### src/sv/lscl_pkg.sv
// Package for the LRU slot cache lookup block.
// Holds the default sizes, the controller state type and the flag groups
// that travel along the slot chain. No dependencies.
package lscl_pkg;

   localparam int DEF_SLOTS      = 8;
   localparam int DEF_FRAME_BITS = 16;
   localparam int DEF_STAMP_BITS = 32;

   localparam int REQ_FRAME_W = 16;
   localparam int RSP_SLOT_W  = 3;
   localparam int RSP_FRAME_W = 16;

   typedef enum logic [1:0] {
      ST_IDLE,
      ST_SCAN,
      ST_FINISH
   } ctrl_state_type;

   typedef struct packed {
      logic active;
      logic hit;
      logic best_set;
      logic best_valid;
   } scan_flags_type;

   typedef struct packed {
      logic en;
      logic fill;
   } wr_flags_type;

endpackage

### src/sv/lscl_slot.sv
// One slot of the cache directory: valid bit, frame and stamp.
// Updates the search record handed in by its left neighbor and registers it
// for its right neighbor. Depends on lscl_pkg.
module lscl_slot #(
   parameter int SLOTS      = lscl_pkg::DEF_SLOTS,
   parameter int FRAME_BITS = lscl_pkg::DEF_FRAME_BITS,
   parameter int STAMP_BITS = lscl_pkg::DEF_STAMP_BITS,
   parameter int IDX_BITS   = 3,
   parameter int CELL_IDX   = 0
) (
   input  logic                   clock,
   input  logic                   reset,
   input  lscl_pkg::scan_flags_type in_flags,
   input  logic [FRAME_BITS-1:0]  in_frame,
   input  logic [IDX_BITS-1:0]    in_hit_idx,
   input  logic [IDX_BITS-1:0]    in_best_idx,
   input  logic [STAMP_BITS-1:0]  in_best_stamp,
   input  logic [FRAME_BITS-1:0]  in_best_frame,
   output lscl_pkg::scan_flags_type out_flags,
   output logic [FRAME_BITS-1:0]  out_frame,
   output logic [IDX_BITS-1:0]    out_hit_idx,
   output logic [IDX_BITS-1:0]    out_best_idx,
   output logic [STAMP_BITS-1:0]  out_best_stamp,
   output logic [FRAME_BITS-1:0]  out_best_frame,
   input  lscl_pkg::wr_flags_type wr_flags,
   input  logic [IDX_BITS-1:0]    wr_idx,
   input  logic [FRAME_BITS-1:0]  wr_frame,
   input  logic [STAMP_BITS-1:0]  wr_stamp
);
   import lscl_pkg::*;

   localparam logic [IDX_BITS-1:0] MY_IDX = IDX_BITS'(CELL_IDX);

   logic                  valid_ff;
   logic [FRAME_BITS-1:0] frame_ff;
   logic [STAMP_BITS-1:0] stamp_ff;

   scan_flags_type        flags_ff, flags_in;
   logic [FRAME_BITS-1:0] pkt_frame_ff;
   logic [IDX_BITS-1:0]   hit_idx_ff, hit_idx_in;
   logic [IDX_BITS-1:0]   best_idx_ff, best_idx_in;
   logic [STAMP_BITS-1:0] best_stamp_ff, best_stamp_in;
   logic [FRAME_BITS-1:0] best_frame_ff, best_frame_in;

   logic match;
   logic take;
   logic wr_sel;

   assign match  = valid_ff && (frame_ff == in_frame);
   assign take   = !in_flags.best_set || (stamp_ff < in_best_stamp);
   assign wr_sel = wr_flags.en && (wr_idx == MY_IDX);

   always_comb begin
      flags_in.active     = in_flags.active;
      flags_in.hit        = in_flags.hit || match;
      flags_in.best_set   = 1'b1;
      flags_in.best_valid = take ? valid_ff : in_flags.best_valid;
      hit_idx_in          = in_flags.hit ? in_hit_idx : MY_IDX;
      best_idx_in         = take ? MY_IDX : in_best_idx;
      best_stamp_in       = take ? stamp_ff : in_best_stamp;
      best_frame_in       = take ? frame_ff : in_best_frame;
   end

   always_ff @(posedge clock) begin
      if (reset) begin
         valid_ff <= 1'b0;
         stamp_ff <= '0;
         flags_ff <= '0;
      end else begin
         flags_ff <= flags_in;
         if (wr_sel) begin
            stamp_ff <= wr_stamp;
            if (wr_flags.fill) begin
               valid_ff <= 1'b1;
            end
         end
      end
   end

   always_ff @(posedge clock) begin
      pkt_frame_ff  <= in_frame;
      hit_idx_ff    <= hit_idx_in;
      best_idx_ff   <= best_idx_in;
      best_stamp_ff <= best_stamp_in;
      best_frame_ff <= best_frame_in;
      if (wr_sel && wr_flags.fill) begin
         frame_ff <= wr_frame;
      end
   end

   assign out_flags      = flags_ff;
   assign out_frame      = pkt_frame_ff;
   assign out_hit_idx    = hit_idx_ff;
   assign out_best_idx   = best_idx_ff;
   assign out_best_stamp = best_stamp_ff;
   assign out_best_frame = best_frame_ff;

endmodule

### src/sv/lru_slot_cache_lookup.sv
// Top level of the LRU slot cache lookup: request controller, slot chain
// and result register. Depends on lscl_pkg and lscl_slot.
//
// Usage: a fully associative directory of SLOTS slots with timestamp LRU.
// A request on req_ carries a frame number. One transfer on req_ gives
// exactly one transfer on rsp_: a hit and the slot that holds the frame, or
// a miss with the refilled slot and the frame it evicted, if any.
// The request walks the row of slots one slot per cycle, each slot folding
// its match and its stamp into the search record. The request passes the
// launch register, each slot register and the finish register before the
// result register is loaded; the next request is taken only once the
// controller is back in idle, so searches do not overlap.
// The result sits in an output register; a new request may be accepted
// while it waits. When the receiver stalls, a finished search waits in its
// last step and the directory is not updated until the previous result has
// been transferred.
// Reset makes every slot invalid with stamp zero, clears the access clock
// and drops any request in flight.
module lru_slot_cache_lookup #(
   parameter int SLOTS      = lscl_pkg::DEF_SLOTS,
   parameter int FRAME_BITS = lscl_pkg::DEF_FRAME_BITS,
   parameter int STAMP_BITS = lscl_pkg::DEF_STAMP_BITS
) (
   input  logic                               clock,
   input  logic                               reset,
   input  logic                               req_valid,
   output logic                               req_ready,
   input  logic [lscl_pkg::REQ_FRAME_W-1:0]   req_frame_number,
   output logic                               rsp_valid,
   input  logic                               rsp_ready,
   output logic                               rsp_hit,
   output logic [lscl_pkg::RSP_SLOT_W-1:0]    rsp_slot,
   output logic                               rsp_evicted_valid,
   output logic [lscl_pkg::RSP_FRAME_W-1:0]   rsp_evicted_frame
);
   import lscl_pkg::*;

   localparam int IDX_BITS = (SLOTS > 1) ? $clog2(SLOTS) : 1;

   ctrl_state_type state_ff, state_in;

   logic req_xfer;
   logic do_update;

   logic [STAMP_BITS-1:0] clock_ff;

   scan_flags_type        launch_flags_ff;
   logic [FRAME_BITS-1:0] launch_frame_ff;
   logic [FRAME_BITS-1:0] req_frame;
   logic [FRAME_BITS+REQ_FRAME_W-1:0] req_frame_ext;

   scan_flags_type        chain_flags      [SLOTS+1];
   logic [FRAME_BITS-1:0] chain_frame      [SLOTS+1];
   logic [IDX_BITS-1:0]   chain_hit_idx    [SLOTS+1];
   logic [IDX_BITS-1:0]   chain_best_idx   [SLOTS+1];
   logic [STAMP_BITS-1:0] chain_best_stamp [SLOTS+1];
   logic [FRAME_BITS-1:0] chain_best_frame [SLOTS+1];

   scan_flags_type        fin_flags_ff;
   logic [FRAME_BITS-1:0] fin_frame_ff;
   logic [IDX_BITS-1:0]   fin_hit_idx_ff;
   logic [IDX_BITS-1:0]   fin_best_idx_ff;
   logic [FRAME_BITS-1:0] fin_best_frame_ff;

   wr_flags_type          wr_flags;
   logic [IDX_BITS-1:0]   wr_idx;

   logic [IDX_BITS+RSP_SLOT_W-1:0]    slot_ext;
   logic [FRAME_BITS+RSP_FRAME_W-1:0] evict_ext;
   logic                              evict_valid;

   logic                   rsp_valid_ff;
   logic                   rsp_hit_ff;
   logic [RSP_SLOT_W-1:0]  rsp_slot_ff;
   logic                   rsp_evicted_valid_ff;
   logic [RSP_FRAME_W-1:0] rsp_evicted_frame_ff;

   always_comb begin
      state_in = state_ff;
      unique case (state_ff)
         ST_IDLE: begin
            if (req_valid) begin
               state_in = ST_SCAN;
            end
         end
         ST_SCAN: begin
            if (chain_flags[SLOTS].active) begin
               state_in = ST_FINISH;
            end
         end
         ST_FINISH: begin
            if (!rsp_valid_ff || rsp_ready) begin
               state_in = ST_IDLE;
            end
         end
         default: state_in = ST_IDLE;
      endcase
   end

   always_comb begin
      req_ready = 1'b0;
      do_update = 1'b0;
      unique case (state_ff)
         ST_IDLE:   req_ready = 1'b1;
         ST_SCAN:   req_ready = 1'b0;
         ST_FINISH: do_update = !rsp_valid_ff || rsp_ready;
         default:   req_ready = 1'b0;
      endcase
   end

   assign req_xfer      = req_valid && req_ready;
   assign req_frame_ext = {{FRAME_BITS{1'b0}}, req_frame_number};
   assign req_frame     = req_frame_ext[FRAME_BITS-1:0];

   always_ff @(posedge clock) begin
      if (reset) begin
         state_ff        <= ST_IDLE;
         clock_ff        <= '0;
         launch_flags_ff <= '0;
      end else begin
         state_ff               <= state_in;
         launch_flags_ff.active <= req_xfer;
         if (req_xfer) begin
            clock_ff <= clock_ff + 1'b1;
         end
      end
   end

   always_ff @(posedge clock) begin
      if (req_xfer) begin
         launch_frame_ff <= req_frame;
      end
   end

   assign chain_flags[0]      = launch_flags_ff;
   assign chain_frame[0]      = launch_frame_ff;
   assign chain_hit_idx[0]    = '0;
   assign chain_best_idx[0]   = '0;
   assign chain_best_stamp[0] = '0;
   assign chain_best_frame[0] = '0;

   for (genvar i = 0; i < SLOTS; i++) begin : g_slot
      lscl_slot #(
         .SLOTS      (SLOTS),
         .FRAME_BITS (FRAME_BITS),
         .STAMP_BITS (STAMP_BITS),
         .IDX_BITS   (IDX_BITS),
         .CELL_IDX   (i)
      ) u_slot (
         .clock          (clock),
         .reset          (reset),
         .in_flags       (chain_flags[i]),
         .in_frame       (chain_frame[i]),
         .in_hit_idx     (chain_hit_idx[i]),
         .in_best_idx    (chain_best_idx[i]),
         .in_best_stamp  (chain_best_stamp[i]),
         .in_best_frame  (chain_best_frame[i]),
         .out_flags      (chain_flags[i+1]),
         .out_frame      (chain_frame[i+1]),
         .out_hit_idx    (chain_hit_idx[i+1]),
         .out_best_idx   (chain_best_idx[i+1]),
         .out_best_stamp (chain_best_stamp[i+1]),
         .out_best_frame (chain_best_frame[i+1]),
         .wr_flags       (wr_flags),
         .wr_idx         (wr_idx),
         .wr_frame       (fin_frame_ff),
         .wr_stamp       (clock_ff)
      );
   end

   always_ff @(posedge clock) begin
      if (state_ff == ST_SCAN && chain_flags[SLOTS].active) begin
         fin_flags_ff      <= chain_flags[SLOTS];
         fin_frame_ff      <= chain_frame[SLOTS];
         fin_hit_idx_ff    <= chain_hit_idx[SLOTS];
         fin_best_idx_ff   <= chain_best_idx[SLOTS];
         fin_best_frame_ff <= chain_best_frame[SLOTS];
      end
   end

   assign wr_idx        = fin_flags_ff.hit ? fin_hit_idx_ff : fin_best_idx_ff;
   assign wr_flags.en   = do_update;
   assign wr_flags.fill = !fin_flags_ff.hit;

   assign slot_ext    = {{RSP_SLOT_W{1'b0}}, wr_idx};
   assign evict_valid = !fin_flags_ff.hit && fin_flags_ff.best_valid;
   assign evict_ext   = evict_valid ? {{RSP_FRAME_W{1'b0}}, fin_best_frame_ff} : '0;

   always_ff @(posedge clock) begin
      if (reset) begin
         rsp_valid_ff <= 1'b0;
      end else if (do_update) begin
         rsp_valid_ff <= 1'b1;
      end else if (rsp_ready) begin
         rsp_valid_ff <= 1'b0;
      end
   end

   always_ff @(posedge clock) begin
      if (do_update) begin
         rsp_hit_ff           <= fin_flags_ff.hit;
         rsp_slot_ff          <= slot_ext[RSP_SLOT_W-1:0];
         rsp_evicted_valid_ff <= evict_valid;
         rsp_evicted_frame_ff <= evict_ext[RSP_FRAME_W-1:0];
      end
   end

   assign rsp_valid         = rsp_valid_ff;
   assign rsp_hit           = rsp_hit_ff;
   assign rsp_slot          = rsp_slot_ff;
   assign rsp_evicted_valid = rsp_evicted_valid_ff;
   assign rsp_evicted_frame = rsp_evicted_frame_ff;

endmodule

### config.mk
export PLATFORM = sky130hd
export DESIGN_NAME = lru_slot_cache_lookup
export DESIGN_NICKNAME = d
export VERILOG_FILES = /design/src/sv/lscl_pkg.sv /design/src/sv/lscl_slot.sv /design/src/sv/lru_slot_cache_lookup.sv
export SDC_FILE = /design/constraint.sdc
export NUM_CORES = 2
export LEC_CHECK = 0
export BUFFER_PORTS_ARGS = -buffer_cell sky130_fd_sc_hd__buf_2
export CORE_MARGIN = 2
export CORE_UTILIZATION = 35
export CTS_CLUSTER_SIZE = 12
export DETAILED_ROUTE_END_ITERATION = 10
export GPL_TIMING_DRIVEN = 0
export PLACE_DENSITY = 0.58
export SLEW_MARGIN = 25
export SYNTH_ARGS = -nofsm -noshare
export SYNTH_HDL_FRONTEND = slang
export SYNTH_SLANG_ARGS = --single-unit
### constraint.sdc
create_clock -name clock -period 6.68 [get_ports clock]
set_input_delay 1.336 -clock clock [delete_from_list [all_inputs] [get_ports clock]]
set_output_delay 1.336 -clock clock [all_outputs]
set_load 0.02 [all_outputs]
==> flow_metrics.env <==
export IMPL_status="completed"
export IMPL_syn2layout_area_growth_pct=14.00
export IMPL_clock_path_buffers=3
export IMPL_fin_crit_ps=4180
export IMPL_min_delay_path_class="reg2reg"
export IMPL_final_max_slew_violation_count=0
export IMPL_placed_area_um2=41040
export IMPL_dr_total_vias=23485
export IMPL_postRouteWirelength_um=85220
export IMPL_finalSetupViolCount=0
export IMPL_antenna_found_initial=3
export IMPL_synth_top_cell_by_area="dfxtp_1"
export IMPL_insertedDiodeCount=0
export IMPL_ys_seq_elements=1044
export IMPL_grt_max_degree=30
export IMPL_io_buffers=42
export IMPL_timing_setup_tns_ps=0
export IMPL_syn_inst=3502
export IMPL_numCtsBuffers=103
export IMPL_grtUsageTotal=0.1489
export IMPL_wl_met1_um=41320
export IMPL_path_cells="clkbuf_1 -> mux2i_1 -> inv_1 -> nor2_1 -> nand2_1 -> nor2_2 -> buf_6"
export IMPL_p_leak_nw=16.40
export IMPL_io_pins=43
export IMPL_synth_xor_area_share=0.03470
export IMPL_start_util=0.3522
export IMPL_fin_ws_ps=2500
export IMPL_dr_pass1_iters=5
export IMPL_synth_top_area_frac=0.4321
export IMPL_cp_required_ps=7070
export IMPL_nets=3891
export IMPL_rsz0062_at_grt="no"
export IMPL_cp_start_kind="flip-flop"
export IMPL_maxCapViolCount=0
export IMPL_cp_arrival_ps=4570
export IMPL_clk_pin_slew_ps=60
export IMPL_wl_met2_um=38060
export IMPL_synth_area_leaders="dfxtp_1, edfxtp_1, ha_1"
export IMPL_hold_ws_ps=344.5
export IMPL_synth_nets=3740
export IMPL_avgSynthCellArea_um2=11.10
export IMPL_cpMaxStageDelayCell="mux2i_1"
export IMPL_tightestPinTransition_ps=993.3
export IMPL_first_global_vias=22747
export IMPL_die_h_um=337.2
export IMPL_end_kind="flip-flop"
export IMPL_gp_congestion=0.8621
export IMPL_yosys_warnings=0
export IMPL_synth_ff_type="dfxtp_1"
export IMPL_synth_simple_area_share=0.1015
export IMPL_max_slew_margin_rel=0.3347
export IMPL_dr_max_layer_used="met5"
export IMPL_num_rows=122
export IMPL_grt_ovfl_total=0
export IMPL_viasPerCell=4.498
export IMPL_hold_viol_final=0
export IMPL_dp_hpwl_um=64980
export IMPL_ctsResizeCount=0
export IMPL_synth_adder_area_share=0.07018
export IMPL_ys_types=58
export IMPL_async_reset_ff_frac=0
export IMPL_wire_per_inst_um=16.32
export IMPL_clkLatencyLatePin_ps=680
export IMPL_hold_buffers=0
export IMPL_fin_crit_sh=0.6257
export IMPL_ant_nets=0
export IMPL_finalPower_mw=12.37
export IMPL_cts_max_level=3
export IMPL_core_region_area_um2=110400
export IMPL_synth_edf_count=205
export IMPL_postCtsSetupRepairBufs=0
export IMPL_cts_sinks=1044
export IMPL_max_freq_mhz=239.2
export IMPL_cellPowerDensity_nw_per_um2=279.2
export IMPL_route_met3_wl_um=3252
export IMPL_path_max_fanout=11
export IMPL_fin_skew_ps=19.36
export IMPL_cts_tree="done"
export IMPL_ys_seq_area_frac=0.5905
export IMPL_drive_gt1_frac=0.1313
export IMPL_final_area_um2=44310
export IMPL_synth_most_common_cell="dfxtp_1"
export IMPL_synth_common_cells="dfxtp_1, nand2_1, a21oi_1"
export IMPL_ir_worst_vdd_uv=204.0
export IMPL_synth_compound_area_frac=0.06519
export IMPL_drcViolationCount=0
export IMPL_drt_iter0_drc=1273
export IMPL_grt_pass1_wl_um=131300
export IMPL_fp_dieW_um=337.2
export IMPL_synthMuxAreaShare=0.09570
export IMPL_synth_top_family_by_area="simple AND/OR/NAND/NOR gates"
export IMPL_syn_cell_area_um2=38870
export IMPL_root_buffer="clkbuf_16"
export IMPL_cpPeakStageDelay_ps=800
export IMPL_dp_slack_ps=2614
export IMPL_crit_type="reg2reg"
export IMPL_dieArea_um2=113700
-- cell usage in the layout, fill, tap and decap left out, types with 9 or more instances in the layout --
master,netlist,layout
mux2_4,47,47
buf_2,21,63
nand4_1,52,52
and3_1,16,16
ha_1,218,218
mux2_1,57,57
a21oi_1,358,358
nor3_1,10,10
dfxtp_1,839,839
clkbuf_8,0,13
o21a_1,11,11
nand3_1,42,42
mux2_2,200,200
inv_1,239,238
a221oi_1,9,9
nand2_1,614,614
clkbuf_1,120,168
clkbuf_16,0,104
nand2b_1,19,19
nor2_1,75,66
nor4_1,14,14
mux2i_1,12,12
edfxtp_1,205,205
xnor2_1,123,123
xor2_1,31,31
nor2b_1,17,17
or2_2,9,9
and2_1,24,24
o21ai_0,41,41
-- worst max-delay path, delay by kind of cell, from the launching register on --
family,cells,cell delay [ps]
buffers and inverters,3,1280
flip-flops,1,470
multiplexers,1,800
AND/OR/NAND/NOR,3,1310
-- layer usage --
metal  GRT usage  vias up
met3     0.01967      150
li1            -    12110
met4     0.05528        2
met1      0.2030    10867
met2      0.2408      356
met5           0        -
-- logic make-up (layout without fill, tap and decap cells) --
kind of cell / Yosys count / count (layout)
flip-flops: 1044 / 1044
AND/OR/NAND/NOR: 911 / 911
AO/OA/AOI/OAI: 460 / 460
buffers and inverters: 399 / 630
multiplexers: 316 / 316
adder cells (fa/ha/maj): 218 / 218
XOR/XNOR: 154 / 154
-- where the power goes --
part	switching (mW)	internal [mW]
clock	2.37	3.20
combinational	0.152	0.107
sequential	0.0434	6.49
-- path summary, 6_finish.rpt --
kind                                             start  slack, ps  depth (start not counted)                                         end
min reg2reg  g_slot[0].u_slot.stamp_ff[5]$_SDFFE_PP0P_        340                          0  g_slot[0].u_slot.out_best_stamp[5]$_DFF_P_
max                          fin_flags_ff[2]$_DFFE_PP_       2500                          7      g_slot[0].u_slot.frame_ff[5]$_DFFE_PP_
min          g_slot[0].u_slot.stamp_ff[5]$_SDFFE_PP0P_        340                          0  g_slot[0].u_slot.out_best_stamp[5]$_DFF_P_
max reg2reg                  fin_flags_ff[2]$_DFFE_PP_       2500                          7      g_slot[0].u_slot.frame_ff[5]$_DFFE_PP_
-- registers in the layout, summed over array words and instances, names as in the netlist, 3 cells and up --
| signal | flops |
|---|---|
| g_slot.u_slot.frame_ff | 128 |
| fin_best_idx_ff | 3 |
| fin_hit_idx_ff | 3 |
| rsp_slot | 3 |
| fin_frame_ff | 16 |
| launch_frame_ff | 16 |
| g_slot.u_slot.out_best_idx | 17 |
| g_slot.u_slot.stamp_ff | 256 |
| g_slot.u_slot.out_best_stamp | 224 |
| g_slot.u_slot.out_frame | 128 |
| g_slot.u_slot.out_hit_idx | 17 |
| g_slot.u_slot.out_best_frame | 128 |
| g_slot.u_slot.out_flags | 25 |
| rsp_evicted_frame | 16 |
| fin_best_frame_ff | 16 |
| clock_ff | 32 |
| g_slot.u_slot.valid_ff | 8 |
-- stage by stage --
step | std cells | util
after CTS | 5221 | 0.4015
after global routing | 5221 | 0.4015
after global placement | 5032 | 0.3710
after detailed placement | 5036 | 0.3718
after floorplan | 3502 | -
final | 5221 | 0.4015
-- final cells by class --
class / instances / area, um^2
timing repair buffer: 46 / 275.3
multi-input combinational: 2059 / 14300
clock inverter: 17 / 300.3
fill: 10500 / 66050
inverter: 239 / 897.1
sequential: 1044 / 22950
clock buffer: 168 / 2973
buffer: 160 / 748.2
tap: 1488 / 1862
No activity file was read; power rests on OpenSTA's default activity.
